### src/rtl/erc_pkg.sv
// shared constants, types and handshake structs of the event rate classifier
`default_nettype none

package erc_pkg;

	// history ring and interval sizing
	localparam int HIST_DEPTH    = 32;
	localparam int INTERVAL_BITS = 16;
	localparam int IDX_W         = (HIST_DEPTH > 1) ? $clog2(HIST_DEPTH) : 1;
	localparam int CNT_W         = $clog2(HIST_DEPTH + 1);

	// fixed field widths
	localparam int LIM_W  = 16;
	localparam int WIN_W  = 6;
	localparam int AVG_W  = 16;
	localparam int STAT_W = 32;
	localparam int TS_W   = 32;

	// weighted average datapath
	localparam int X_W   = INTERVAL_BITS + IDX_W;
	localparam int REC_K = X_W;
	localparam int REC_W = REC_K + 1;
	localparam int SUM_W = INTERVAL_BITS + 1 + CNT_W;
	localparam int DVD_W = SUM_W + 1;
	localparam int DVS_W = $clog2(3 * HIST_DEPTH);

	localparam logic [AVG_W-1:0] DEFAULT_AVG = AVG_W'(150);

	// speed class codes
	typedef logic [1:0] cls_t;
	localparam cls_t CLS_NORMAL = 2'd0;
	localparam cls_t CLS_FAST   = 2'd1;
	localparam cls_t CLS_SLOW   = 2'd2;
	localparam cls_t CLS_PAUSED = 2'd3;

	// request type codes
	localparam logic REQ_EVENT = 1'b0;
	localparam logic REQ_QUERY = 1'b1;

	// average unit request and response
	typedef struct packed {
		logic             start;
		logic [CNT_W-1:0] n;
		logic [IDX_W-1:0] oldest;
	} avg_req_t;

	typedef struct packed {
		logic             done;
		logic [AVG_W-1:0] avg;
	} avg_rsp_t;

	// serial divider request and response
	typedef struct packed {
		logic             start;
		logic [DVD_W-1:0] dividend;
		logic [DVS_W-1:0] divisor;
	} div_req_t;

	typedef struct packed {
		logic             done;
		logic [DVD_W-1:0] quotient;
	} div_rsp_t;

endpackage

`default_nettype wire

### src/rtl/erc_ram.sv
// generic single write port, single read port ram with registered read
`default_nettype none

module erc_ram #(
	parameter int WIDTH = 16,
	parameter int DEPTH = 32
) (
	input  wire logic                                   clk,
	input  wire logic                                   we,
	input  wire logic [((DEPTH > 1) ? $clog2(DEPTH) : 1)-1:0] waddr,
	input  wire logic [WIDTH-1:0]                       wdata,
	input  wire logic                                   re,
	input  wire logic [((DEPTH > 1) ? $clog2(DEPTH) : 1)-1:0] raddr,
	output logic [WIDTH-1:0]                            rdata
);

	logic [WIDTH-1:0] mem_q [DEPTH];
	logic [WIDTH-1:0] rdata_q;

	// write and registered read
	always_ff @(posedge clk) begin
		if (we) begin
			mem_q[waddr] <= wdata;
		end
		if (re) begin
			rdata_q <= mem_q[raddr];
		end
	end

	assign rdata = rdata_q;

endmodule

`default_nettype wire

### src/rtl/erc_div.sv
// restoring divider, one quotient bit per cycle
`default_nettype none

module erc_div (
	input  wire logic              clk,
	input  wire logic              arst_n,
	input  wire erc_pkg::div_req_t div_req,
	output erc_pkg::div_rsp_t      div_rsp
);

	localparam int DC_W = $clog2(erc_pkg::DVD_W + 1);

	logic                        busy_q;
	logic                        done_q;
	logic [DC_W-1:0]             cnt_q;
	logic [erc_pkg::DVD_W-1:0]   quo_q;
	logic [erc_pkg::DVS_W-1:0]   rem_q;
	logic [erc_pkg::DVS_W-1:0]   dvs_q;

	logic [erc_pkg::DVS_W:0]     rem_sh;
	logic [erc_pkg::DVS_W:0]     rem_sub;
	logic                        ge;

	// one shift and trial subtract
	always_comb begin
		rem_sh  = {rem_q, quo_q[erc_pkg::DVD_W-1]};
		ge      = rem_sh >= {1'b0, dvs_q};
		rem_sub = rem_sh - {1'b0, dvs_q};
	end

	// control
	always_ff @(posedge clk or negedge arst_n) begin
		if (!arst_n) begin
			busy_q <= 1'b0;
			done_q <= 1'b0;
			cnt_q  <= '0;
		end else begin
			done_q <= 1'b0;
			if (div_req.start) begin
				busy_q <= 1'b1;
				cnt_q  <= DC_W'(erc_pkg::DVD_W);
			end else if (busy_q) begin
				cnt_q <= cnt_q - 1'b1;
				if (cnt_q == DC_W'(1)) begin
					busy_q <= 1'b0;
					done_q <= 1'b1;
				end
			end
		end
	end

	// datapath
	always_ff @(posedge clk) begin
		if (div_req.start) begin
			quo_q <= div_req.dividend;
			rem_q <= '0;
			dvs_q <= div_req.divisor;
		end else if (busy_q) begin
			quo_q <= {quo_q[erc_pkg::DVD_W-2:0], ge};
			rem_q <= ge ? rem_sub[erc_pkg::DVS_W-1:0] : rem_sh[erc_pkg::DVS_W-1:0];
		end
	end

	assign div_rsp.done     = done_q;
	assign div_rsp.quotient = quo_q;

endmodule

`default_nettype wire

### src/rtl/erc_avg.sv
// weighted average unit: walks the interval ring and divides the weighted sum
`default_nettype none

module erc_avg (
	input  wire logic                                 clk,
	input  wire logic                                 arst_n,
	input  wire erc_pkg::avg_req_t                    avg_req,
	output erc_pkg::avg_rsp_t                         avg_rsp,
	output logic                                      rd_en,
	output logic [erc_pkg::IDX_W-1:0]                 rd_addr,
	input  wire logic [erc_pkg::INTERVAL_BITS-1:0]    rd_data
);

	localparam int P_W  = erc_pkg::X_W + erc_pkg::REC_W;
	localparam int QN_W = erc_pkg::X_W + erc_pkg::CNT_W;

	// reciprocal table, floor(2^k / n)
	logic [erc_pkg::REC_W-1:0] recip [erc_pkg::HIST_DEPTH+1];
	assign recip[0] = '0;
	for (genvar g = 1; g <= erc_pkg::HIST_DEPTH; g++) begin : g_rec
		localparam logic [erc_pkg::REC_W-1:0] RecVal =
			erc_pkg::REC_W'((64'd1 << erc_pkg::REC_K) / g);
		assign recip[g] = RecVal;
	end

	// walk control
	logic                       issue_q;
	logic                       dflt_q;
	logic                       div_go_q;
	logic [erc_pkg::CNT_W-1:0]  n_q;
	logic [erc_pkg::CNT_W-1:0]  i_q;
	logic [erc_pkg::IDX_W-1:0]  addr_q;
	logic                       last_issue;

	// pipeline
	logic                               v_s1, v_s2, v_s3, v_s4;
	logic                               last_s1, last_s2, last_s3, last_s4;
	logic [erc_pkg::IDX_W-1:0]          i_s1;
	logic [erc_pkg::INTERVAL_BITS-1:0]  iv_s2, iv_s3, iv_s4;
	logic [erc_pkg::X_W-1:0]            x_s2, x_s3, x_s4;
	logic [P_W-1:0]                     p_s3;
	logic [erc_pkg::X_W-1:0]            q_s4;
	logic [QN_W-1:0]                    qn_s4;
	logic [erc_pkg::SUM_W-1:0]          sum_q;

	logic [erc_pkg::X_W-1:0]            q_est;
	logic [QN_W-1:0]                    rem;
	logic                               q_fix;
	logic [erc_pkg::SUM_W-1:0]          term;

	erc_pkg::div_req_t div_req;
	erc_pkg::div_rsp_t div_rsp;

	assign last_issue = (i_q == n_q - 1'b1);
	assign rd_en      = issue_q;
	assign rd_addr    = addr_q;

	// address walk from the oldest entry
	always_ff @(posedge clk or negedge arst_n) begin
		if (!arst_n) begin
			issue_q  <= 1'b0;
			dflt_q   <= 1'b0;
			div_go_q <= 1'b0;
			v_s1     <= 1'b0;
			v_s2     <= 1'b0;
			v_s3     <= 1'b0;
			v_s4     <= 1'b0;
		end else begin
			dflt_q   <= 1'b0;
			div_go_q <= v_s4 && last_s4;
			if (avg_req.start) begin
				if (avg_req.n == '0) begin
					dflt_q <= 1'b1;
				end else begin
					issue_q <= 1'b1;
				end
			end else if (issue_q && last_issue) begin
				issue_q <= 1'b0;
			end
			v_s1 <= issue_q;
			v_s2 <= v_s1;
			v_s3 <= v_s2;
			v_s4 <= v_s3;
		end
	end

	// walk counters
	always_ff @(posedge clk) begin
		if (avg_req.start) begin
			n_q    <= avg_req.n;
			i_q    <= '0;
			addr_q <= avg_req.oldest;
		end else if (issue_q) begin
			i_q    <= i_q + 1'b1;
			addr_q <= (addr_q == erc_pkg::IDX_W'(erc_pkg::HIST_DEPTH - 1)) ? '0 : addr_q + 1'b1;
		end
	end

	// quotient estimate and one-step correction
	always_comb begin
		q_est = p_s3[erc_pkg::REC_K +: erc_pkg::X_W];
		rem   = QN_W'(x_s4) - qn_s4;
		q_fix = rem >= QN_W'(n_q);
		term  = erc_pkg::SUM_W'(iv_s4) + erc_pkg::SUM_W'(q_s4) + erc_pkg::SUM_W'(q_fix);
	end

	// per entry: iv + floor(iv * i / n)
	always_ff @(posedge clk) begin
		last_s1 <= last_issue;
		i_s1    <= i_q[erc_pkg::IDX_W-1:0];
		last_s2 <= last_s1;
		iv_s2   <= rd_data;
		x_s2    <= erc_pkg::X_W'(rd_data) * erc_pkg::X_W'(i_s1);
		last_s3 <= last_s2;
		iv_s3   <= iv_s2;
		x_s3    <= x_s2;
		p_s3    <= P_W'(x_s2) * P_W'(recip[n_q]);
		last_s4 <= last_s3;
		iv_s4   <= iv_s3;
		x_s4    <= x_s3;
		q_s4    <= q_est;
		qn_s4   <= QN_W'(q_est) * QN_W'(n_q);
		if (avg_req.start) begin
			sum_q <= '0;
		end else if (v_s4) begin
			sum_q <= sum_q + term;
		end
	end

	// final divide: 2 * sum / (3n - 1)
	always_comb begin
		div_req.start    = div_go_q;
		div_req.dividend = {sum_q, 1'b0};
		div_req.divisor  = (erc_pkg::DVS_W'(n_q) << 1) + erc_pkg::DVS_W'(n_q) - 1'b1;
	end

	erc_div u_div (
		.clk     (clk),
		.arst_n  (arst_n),
		.div_req (div_req),
		.div_rsp (div_rsp)
	);

	// default average when n is zero, else the saturated quotient
	always_comb begin
		avg_rsp.done = dflt_q || div_rsp.done;
		if (dflt_q) begin
			avg_rsp.avg = erc_pkg::DEFAULT_AVG;
		end else if (div_rsp.quotient > erc_pkg::DVD_W'({erc_pkg::AVG_W{1'b1}})) begin
			avg_rsp.avg = '1;
		end else begin
			avg_rsp.avg = div_rsp.quotient[erc_pkg::AVG_W-1:0];
		end
	end

endmodule

`default_nettype wire

### src/rtl/event_rate_classifier.sv
// top level of the event rate classifier
`default_nettype none

// Classifies typing speed from timestamped events and answers status queries.
// Every request gives one result word. A query's word is loaded from the
// current state, the first event's word once its stamp is kept, and an
// event with a window length of zero still writes its interval but reports
// the default average. Any other event writes its interval into the history ring
// and then walks the n kept intervals one per cycle through the ring's read
// port and a short multiply pipeline, followed by the serial divider that
// makes one quotient bit per cycle. One request is worked on at a time; the
// next is taken as soon as the current result sits in the output register.
module event_rate_classifier (
	input  wire logic                        clk,
	input  wire logic                        arst_n,
	input  wire logic                        cfg_write,
	input  wire logic [1:0]                  cfg_index,
	input  wire logic [erc_pkg::LIM_W-1:0]   cfg_data,
	input  wire logic                        in_valid,
	output logic                             in_ready,
	input  wire logic                        req_type,
	input  wire logic [erc_pkg::TS_W-1:0]    now_ms,
	output logic                             out_valid,
	input  wire logic                        out_ready,
	output logic [1:0]                       speed_class,
	output logic [erc_pkg::AVG_W-1:0]        avg_interval_ms,
	output logic [erc_pkg::STAT_W-1:0]       total_events,
	output logic [erc_pkg::STAT_W-1:0]       fast_count,
	output logic [erc_pkg::STAT_W-1:0]       normal_count,
	output logic [erc_pkg::STAT_W-1:0]       slow_count,
	output logic [erc_pkg::STAT_W-1:0]       pause_count
);

	// register indexes
	localparam logic [1:0] CFG_FAST  = 2'd0;
	localparam logic [1:0] CFG_SLOW  = 2'd1;
	localparam logic [1:0] CFG_PAUSE = 2'd2;
	localparam logic [1:0] CFG_WIN   = 2'd3;

	// counter slots
	localparam int BIN_TOTAL  = 0;
	localparam int BIN_FAST   = 1;
	localparam int BIN_NORMAL = 2;
	localparam int BIN_SLOW   = 3;
	localparam int BIN_PAUSE  = 4;
	localparam int NUM_BINS   = 5;

	// states
	localparam logic [2:0] ST_IDLE  = 3'd0;
	localparam logic [2:0] ST_IVAL  = 3'd1;
	localparam logic [2:0] ST_BIN   = 3'd2;
	localparam logic [2:0] ST_START = 3'd3;
	localparam logic [2:0] ST_WAIT  = 3'd4;
	localparam logic [2:0] ST_CLASS = 3'd5;

	localparam int IB    = erc_pkg::INTERVAL_BITS;
	localparam int CNT_W = erc_pkg::CNT_W;
	localparam int CMP_W = (IB > erc_pkg::LIM_W) ? IB : erc_pkg::LIM_W;
	localparam int WC_W  = (CNT_W > erc_pkg::WIN_W) ? CNT_W : erc_pkg::WIN_W;
	localparam int OW    = CNT_W + 1;
	localparam logic [erc_pkg::TS_W-1:0] IV_MAX =
		erc_pkg::TS_W'((64'd1 << IB) - 64'd1);

	function automatic logic [erc_pkg::STAT_W-1:0] sat_inc(
		input logic [erc_pkg::STAT_W-1:0] v
	);
		return (v == '1) ? v : v + 1'b1;
	endfunction

	logic [erc_pkg::LIM_W-1:0]  fast_lim_q, slow_lim_q, pause_lim_q;
	logic [erc_pkg::WIN_W-1:0]  win_len_q;

	logic [2:0]                       state_q;
	logic [erc_pkg::TS_W-1:0]         now_q;
	logic                             seen_q;
	logic [erc_pkg::TS_W-1:0]         last_q;
	logic [IB-1:0]                    iv_q;
	logic [erc_pkg::IDX_W-1:0]        head_q;
	logic [CNT_W-1:0]                 count_q;
	logic [erc_pkg::STAT_W-1:0]       bin_q [NUM_BINS];
	logic [erc_pkg::AVG_W-1:0]        avg_q;

	logic                             out_valid_q;
	erc_pkg::cls_t                    out_cls_q;
	logic [erc_pkg::AVG_W-1:0]        out_avg_q;
	logic [erc_pkg::STAT_W-1:0]       out_bin_q [NUM_BINS];

	logic [erc_pkg::TS_W-1:0]         raw_iv;
	logic [IB-1:0]                    sat_iv;
	logic [CNT_W-1:0]                 count_inc;
	logic [WC_W-1:0]                  cap;
	logic [CNT_W-1:0]                 count_nx;
	logic [OW-1:0]                    old_sum;
	logic [erc_pkg::IDX_W-1:0]        oldest;
	logic [erc_pkg::TS_W-1:0]         elapsed;
	erc_pkg::cls_t                    cls;
	logic                             load_out;

	erc_pkg::avg_req_t                avg_req;
	erc_pkg::avg_rsp_t                avg_rsp;
	logic                             rd_en;
	logic [erc_pkg::IDX_W-1:0]        rd_addr;
	logic [IB-1:0]                    rd_data;

	// configuration registers
	always_ff @(posedge clk or negedge arst_n) begin
		if (!arst_n) begin
			fast_lim_q  <= erc_pkg::LIM_W'(100);
			slow_lim_q  <= erc_pkg::LIM_W'(300);
			pause_lim_q <= erc_pkg::LIM_W'(1000);
			win_len_q   <= erc_pkg::WIN_W'(20);
		end else if (cfg_write) begin
			unique case (cfg_index)
				CFG_FAST:  fast_lim_q  <= cfg_data;
				CFG_SLOW:  slow_lim_q  <= cfg_data;
				CFG_PAUSE: pause_lim_q <= cfg_data;
				CFG_WIN:   win_len_q   <= cfg_data[erc_pkg::WIN_W-1:0];
			endcase
		end
	end

	// interval, ring pointers and class
	always_comb begin
		raw_iv    = now_q - last_q;
		sat_iv    = (raw_iv > IV_MAX) ? '1 : raw_iv[IB-1:0];
		count_inc = (count_q < CNT_W'(erc_pkg::HIST_DEPTH)) ? count_q + 1'b1 : count_q;
		cap       = (WC_W'(win_len_q) > WC_W'(erc_pkg::HIST_DEPTH)) ?
			WC_W'(erc_pkg::HIST_DEPTH) : WC_W'(win_len_q);
		count_nx  = (WC_W'(count_inc) > cap) ? cap[CNT_W-1:0] : count_inc;
		old_sum   = OW'(head_q) + OW'(erc_pkg::HIST_DEPTH) - OW'(count_q);
		if (old_sum >= OW'(erc_pkg::HIST_DEPTH)) begin
			old_sum = old_sum - OW'(erc_pkg::HIST_DEPTH);
		end
		oldest    = old_sum[erc_pkg::IDX_W-1:0];
		elapsed   = now_q - last_q;
		if (!seen_q || count_q == '0) begin
			cls = erc_pkg::CLS_NORMAL;
		end else if (elapsed > erc_pkg::TS_W'(pause_lim_q)) begin
			cls = erc_pkg::CLS_PAUSED;
		end else if (avg_q < fast_lim_q) begin
			cls = erc_pkg::CLS_FAST;
		end else if (avg_q < slow_lim_q) begin
			cls = erc_pkg::CLS_NORMAL;
		end else begin
			cls = erc_pkg::CLS_SLOW;
		end
	end

	assign in_ready = (state_q == ST_IDLE);
	assign load_out = (state_q == ST_CLASS) && (!out_valid_q || out_ready);

	// sequencer and state registers
	always_ff @(posedge clk or negedge arst_n) begin
		if (!arst_n) begin
			state_q <= ST_IDLE;
			seen_q  <= 1'b0;
			last_q  <= '0;
			head_q  <= '0;
			count_q <= '0;
			avg_q   <= '0;
			for (int b = 0; b < NUM_BINS; b++) begin
				bin_q[b] <= '0;
			end
		end else begin
			unique case (state_q)
				ST_IDLE: begin
					if (in_valid) begin
						state_q <= (req_type == erc_pkg::REQ_EVENT) ? ST_IVAL : ST_CLASS;
					end
				end
				ST_IVAL: begin
					last_q  <= now_q;
					seen_q  <= 1'b1;
					state_q <= seen_q ? ST_BIN : ST_CLASS;
				end
				ST_BIN: begin
					head_q  <= (head_q == erc_pkg::IDX_W'(erc_pkg::HIST_DEPTH - 1)) ?
						'0 : head_q + 1'b1;
					count_q <= count_nx;
					bin_q[BIN_TOTAL] <= sat_inc(bin_q[BIN_TOTAL]);
					if (CMP_W'(iv_q) < CMP_W'(fast_lim_q)) begin
						bin_q[BIN_FAST] <= sat_inc(bin_q[BIN_FAST]);
					end else if (CMP_W'(iv_q) < CMP_W'(slow_lim_q)) begin
						bin_q[BIN_NORMAL] <= sat_inc(bin_q[BIN_NORMAL]);
					end else if (CMP_W'(iv_q) < CMP_W'(pause_lim_q)) begin
						bin_q[BIN_SLOW] <= sat_inc(bin_q[BIN_SLOW]);
					end else begin
						bin_q[BIN_PAUSE] <= sat_inc(bin_q[BIN_PAUSE]);
					end
					state_q <= ST_START;
				end
				ST_START: begin
					state_q <= ST_WAIT;
				end
				ST_WAIT: begin
					if (avg_rsp.done) begin
						avg_q   <= avg_rsp.avg;
						state_q <= ST_CLASS;
					end
				end
				ST_CLASS: begin
					if (load_out) begin
						state_q <= ST_IDLE;
					end
				end
				default: begin
					state_q <= ST_IDLE;
				end
			endcase
		end
	end

	// request and interval holding registers
	always_ff @(posedge clk) begin
		if (in_valid && in_ready) begin
			now_q <= now_ms;
		end
		if (state_q == ST_IVAL) begin
			iv_q <= sat_iv;
		end
	end

	// output word register
	always_ff @(posedge clk or negedge arst_n) begin
		if (!arst_n) begin
			out_valid_q <= 1'b0;
		end else if (load_out) begin
			out_valid_q <= 1'b1;
		end else if (out_ready) begin
			out_valid_q <= 1'b0;
		end
	end

	always_ff @(posedge clk) begin
		if (load_out) begin
			out_cls_q <= cls;
			out_avg_q <= avg_q;
			for (int b = 0; b < NUM_BINS; b++) begin
				out_bin_q[b] <= bin_q[b];
			end
		end
	end

	// interval history ring
	erc_ram #(
		.WIDTH (IB),
		.DEPTH (erc_pkg::HIST_DEPTH)
	) u_ring (
		.clk   (clk),
		.we    (state_q == ST_BIN),
		.waddr (head_q),
		.wdata (iv_q),
		.re    (rd_en),
		.raddr (rd_addr),
		.rdata (rd_data)
	);

	// weighted average unit
	always_comb begin
		avg_req.start  = (state_q == ST_START);
		avg_req.n      = count_q;
		avg_req.oldest = oldest;
	end

	erc_avg u_avg (
		.clk     (clk),
		.arst_n  (arst_n),
		.avg_req (avg_req),
		.avg_rsp (avg_rsp),
		.rd_en   (rd_en),
		.rd_addr (rd_addr),
		.rd_data (rd_data)
	);

	// ports
	assign out_valid       = out_valid_q;
	assign speed_class     = out_cls_q;
	assign avg_interval_ms = out_avg_q;
	assign total_events    = out_bin_q[BIN_TOTAL];
	assign fast_count      = out_bin_q[BIN_FAST];
	assign normal_count    = out_bin_q[BIN_NORMAL];
	assign slow_count      = out_bin_q[BIN_SLOW];
	assign pause_count     = out_bin_q[BIN_PAUSE];

endmodule

`default_nettype wire

### config.mk
export PLATFORM = sky130hd
export DESIGN_NAME = event_rate_classifier
export DESIGN_NICKNAME = d
export VERILOG_FILES = /design/src/rtl/erc_pkg.sv /design/src/rtl/erc_ram.sv /design/src/rtl/erc_div.sv /design/src/rtl/erc_avg.sv /design/src/rtl/event_rate_classifier.sv
export SDC_FILE = /design/constraint.sdc
export NUM_CORES = 2
export LEC_CHECK = 0
export BUFFER_PORTS_ARGS = -buffer_cell sky130_fd_sc_hd__buf_4
export CORE_UTILIZATION = 51
export CTS_CLUSTER_SIZE = 20
export DETAILED_ROUTE_END_ITERATION = 10
export HOLD_SLACK_MARGIN = 0.08
export PLACE_DENSITY = 0.67
export RECOVER_POWER = 25
export SETUP_SLACK_MARGIN = 0.4
export SLEW_MARGIN = 10
export SYNTH_ARGS = -nofsm -noshare
export SYNTH_HDL_FRONTEND = slang
export SYNTH_HIERARCHICAL = 1
export SYNTH_SLANG_ARGS = --single-unit
### constraint.sdc
create_clock -name clk -period 10.8 [get_ports clk]
set_input_delay 0 -clock clk [delete_from_list [all_inputs] [get_ports clk]]
set_output_delay 0 -clock clk [all_outputs]
set_load 0.03 [all_outputs]
==> results.ini <==
[outcome]
status = finished, violations left
violations_in_the_final_reports = capacitance limit, slew limit

[worst_setup_path]
required_ns = 11.44
worst_setup_path_startpoint = u_avg/n_q[3]$_DFFE_PP_
r2r_start = u_avg/n_q[3]$_DFFE_PP_
path_max_fanout = 23
critPathMostFrequentCell = sky130_fd_sc_hd__fa_1
timing.critical_path.to = u_avg/p_s3[41]$_DFF_P_
critical_path.endpoint_type = register
cpMaxStageDelayCell = sky130_fd_sc_hd__a2111oi_0
crit_path_start_kind = register
timing_worst_setup_path_type = reg -> reg
worstReg2RegEnd = u_avg/p_s3[41]$_DFF_P_
r2r.worst_path.cells = 28
regToRegSetupSlack_ns = 1.21
crit_arrival_ns = 10.23
worst_stage_delay_on_the_critical_path_ns = 0.79

[layout]
fraction_of_layout_instances_using_a_drive_strength_above_1_pct = 10.2
area_growth_syn_to_layout_pct = 12.6
layout.nets = 7908
finish.instance_area_sq_um = 86000
fillCellCount = 12170
fin_util_pct = 58.0

[grt]
antenna_found_initial = 13
grt_remaining_overflow = 0
largest_net_degree_at_the_start_of_global_routing = 140
grt_usage_pct = 25.7
grt_pass1_wl_um = 300000
grt_pass1_vias = 51891

[synthesis]
ys_ff_latch = 1313
syn-mean-instance-area_sq_um = 11.7
synth.net_count = 7555
synthDominantCellAreaShare_pct = 31.3
ys_warn_count = 6
yosysTopAreaCell = sky130_fd_sc_hd__edfxtp_1
synth_most_common_cell = sky130_fd_sc_hd__edfxtp_1
synth-edff-count = 796
fraction_of_registers_with_async_set_reset_pct = 22.2
synthDistinctLibCells = 104
ys_dominant_reg_cell = sky130_fd_sc_hd__edfxtp_1
synth_seq_area_share_pct = 46.8
yosys-top-cells-count = sky130_fd_sc_hd__edfxtp_1 (796), sky130_fd_sc_hd__inv_1 (746), sky130_fd_sc_hd__nand2_1 (638)
synthTopCellsByArea = sky130_fd_sc_hd__edfxtp_1 (31%), sky130_fd_sc_hd__fa_1 (13%), sky130_fd_sc_hd__dfrtp_1 (9.1%)
synth.cell_area_sq_um = 76400
syn_inst = 6551

[timing]
rsz0062_at_grt = no
tightestPinTransition_ns = 5.22
final-setup-viol-count = 0
slew_viol_final = 560
hold_viol_final = 0
worst_hold_slack_ns = 0.157
totalNegativeSetupSlack_ns = 0
fin_crit_ns = 9.59
timing.max_slew.rel_slack_pct = -248
final.setup.worst_slack_ns = 1.21
max_clock_freq_ghz = 0.104
final.setup_skew_ns = 0.0477
fin_crit_sh_pct = 88.8

[floorplanning]
core_region_area_sq_um = 148000
design.portCount = 236
placementRows = 141
die-height_um = 389
width_of_the_die_um = 389
dieArea_sq_um = 151000
initial_utilization_pct = 51.5

[route]
wl_met3_um = 13600
detailedRoute.firstPassIterationCount = 6
wl_met2_um = 89900
ant_nets = 0
drt-met1-wl_um = 84500
topRoutingLayerUsed = met5
first_iter_violations = 4082
vias = 50481
routed_via_density = 5.64
drt_drc_violations_left = 0
routed_wl_um = 193000
wl_per_cell_um = 21.5

[clock_network]
worst_setup_hold_path_clk_slew_ns = 0.06
maximum_root_to_sink_buffer_count = 3
clock_tree_root_driver_cell = sky130_fd_sc_hd__clkbuf_16
clkSinkCount = 1313
clock_tree_from_tritoncts = done
numCtsBuffers = 137
clock_tree.htree_level_count = 4
clock_insertion_delay_worst_skew_ns = 0.78
cts-resized-gates = 0

[place]
placed_area_sq_um = 80200
detailedPlace.worstSlack_ns = 1.40
dp_hpwl_um = 134000
globalplace.congestion = 0.882
place.port_buffers = 235

[pwr]
power.static_leakage_nw = 37.3
cellPowerDensity_nw_per_um2 = 326
worst_ir_drop_vdd_mv = 0.356

[min_path]
worstHoldPathType = in -> reg

[flow_run]
drv_cap = 16

## power by group
part	internal, mW	switching, mW
Clock	2.65	2.08
Combinational	6.52	9.58
Sequential	6.40	0.791
## placed cells by master (no fill, tap or decap), types with 29 or more instances in the layout
cell type,n
sky130_fd_sc_hd__nand3_1,135
sky130_fd_sc_hd__o21ai_0,146
sky130_fd_sc_hd__fa_1,501
sky130_fd_sc_hd__nor2_1,232
sky130_fd_sc_hd__nor3_1,79
sky130_fd_sc_hd__clkbuf_4,39
sky130_fd_sc_hd__a21o_1,80
sky130_fd_sc_hd__a22oi_1,69
sky130_fd_sc_hd__dfrtp_1,276
sky130_fd_sc_hd__nand4_1,93
sky130_fd_sc_hd__o21a_1,31
sky130_fd_sc_hd__mux2_2,89
sky130_fd_sc_hd__inv_1,746
sky130_fd_sc_hd__xor2_1,120
sky130_fd_sc_hd__nand2b_1,31
sky130_fd_sc_hd__a21oi_1,221
sky130_fd_sc_hd__nand2_1,637
sky130_fd_sc_hd__clkbuf_16,139
sky130_fd_sc_hd__nor4_1,37
sky130_fd_sc_hd__and3_1,46
sky130_fd_sc_hd__ha_1,447
sky130_fd_sc_hd__dlygate4sd3_1,124
sky130_fd_sc_hd__xnor2_1,201
sky130_fd_sc_hd__and2_1,323
sky130_fd_sc_hd__buf_4,280
sky130_fd_sc_hd__a31oi_1,34
sky130_fd_sc_hd__dfxtp_1,224
sky130_fd_sc_hd__nor2b_1,29
sky130_fd_sc_hd__a22o_1,35
sky130_fd_sc_hd__mux2i_1,286
sky130_fd_sc_hd__clkbuf_1,64
sky130_fd_sc_hd__edfxtp_1,796
## worst min path at each step
| stage | from | end | slack [ns] | cells after the start |
|---|---|---|---|---|
| finish | cfg_data[3] | slow_lim_q[3]$_DFFE_PN1P_ | 0.16 | 3 |
| global route | cfg_data[2] | win_len_q[2]$_DFFE_PN1P_ | 0.11 | 3 |
| CTS | cfg_data[2] | slow_lim_q[2]$_DFFE_PN1P_ | 0.08 | 3 |
| detailed placement | arst_n | bin_q[41]$_DFFE_PN0P_ | 0.08 | 1 |
| global placement | arst_n | bin_q[41]$_DFFE_PN0P_ | 0.08 | 1 |
| floorplan | arst_n | avg_q[0]$_DFFE_PN0P_ | -0.30 | 0 |
## routing by layer
layer	up-vias	GRT usage [%]
met1	25496	36.4
met3	295	3.99
met5	-	0
met4	10	7.28
li1	23086	-
met2	1594	41.0
## worst max-delay path: cells and delay by family (launching register included)
family / cells / cell delay (ns)
fa+ha+maj: 8 / 3.95
compound gates: 9 / 2.49
buf+inv: 5 / 1.13
simple gates: 5 / 1.03
flops: 1 / 0.73
xor+xnor: 1 / 0.11
## cell families after synthesis
family / count (synthesis) / synth area share [%]
AO/OA/AOI/OAI: 805 / 6.97
multiplexers: 375 / 5.06
flip-flops: 1313 / 46.8
AND/OR/NAND/NOR: 1782 / 11.7
XOR/XNOR: 321 / 3.68
adder cells (fa/ha/maj): 948 / 20.5
buffers and inverters: 1006 / 5.39
other: 1 / 0.00491
## per-stage QoR
stage,total power [mW],cells
floorplan,19.0,6551
global placement,23.0,8570
detailed placement,23.2,8570
CTS,28.2,8949
global route,30.4,8950
finish,28.0,8957
## sequential cells by signal (all words and copies together) (netlist names), 21 cells and up
signal and cells:
u_avg/x_s3 21, bin_q 160, u_avg/x_s4 21, u_avg/u_div/quo_q 24, u_avg/x_s2 21, u_avg/qn_s4 27, u_avg/q_s4 21, out_bin_q 160
u_ring/mem_q 512, now_q 32, last_q 32, u_avg/sum_q 23, u_avg/p_s3 21
## what timing repair did
item                                   CTS  global route
setup buffers                            0             0
hold buffers                           125             0
endpoints found under the hold margin  291             0
## cell type report
type | count | area (sq um) | share of cell area, %
repair buffers | 470 | 3770 | 4.38
inverters | 750 | 2820 | 3.27
well taps | 1930 | 2410 | 2.81
multi-input cells | 4232 | 36700 | 42.6
diodes | 8 | 20.0 | 0.0233
flip-flops and latches | 1313 | 35700 | 41.6
clock inverters | 62 | 767 | 0.892
clock buffers | 192 | 3820 | 4.44
No activity file was read; power rests on OpenSTA's default activity.
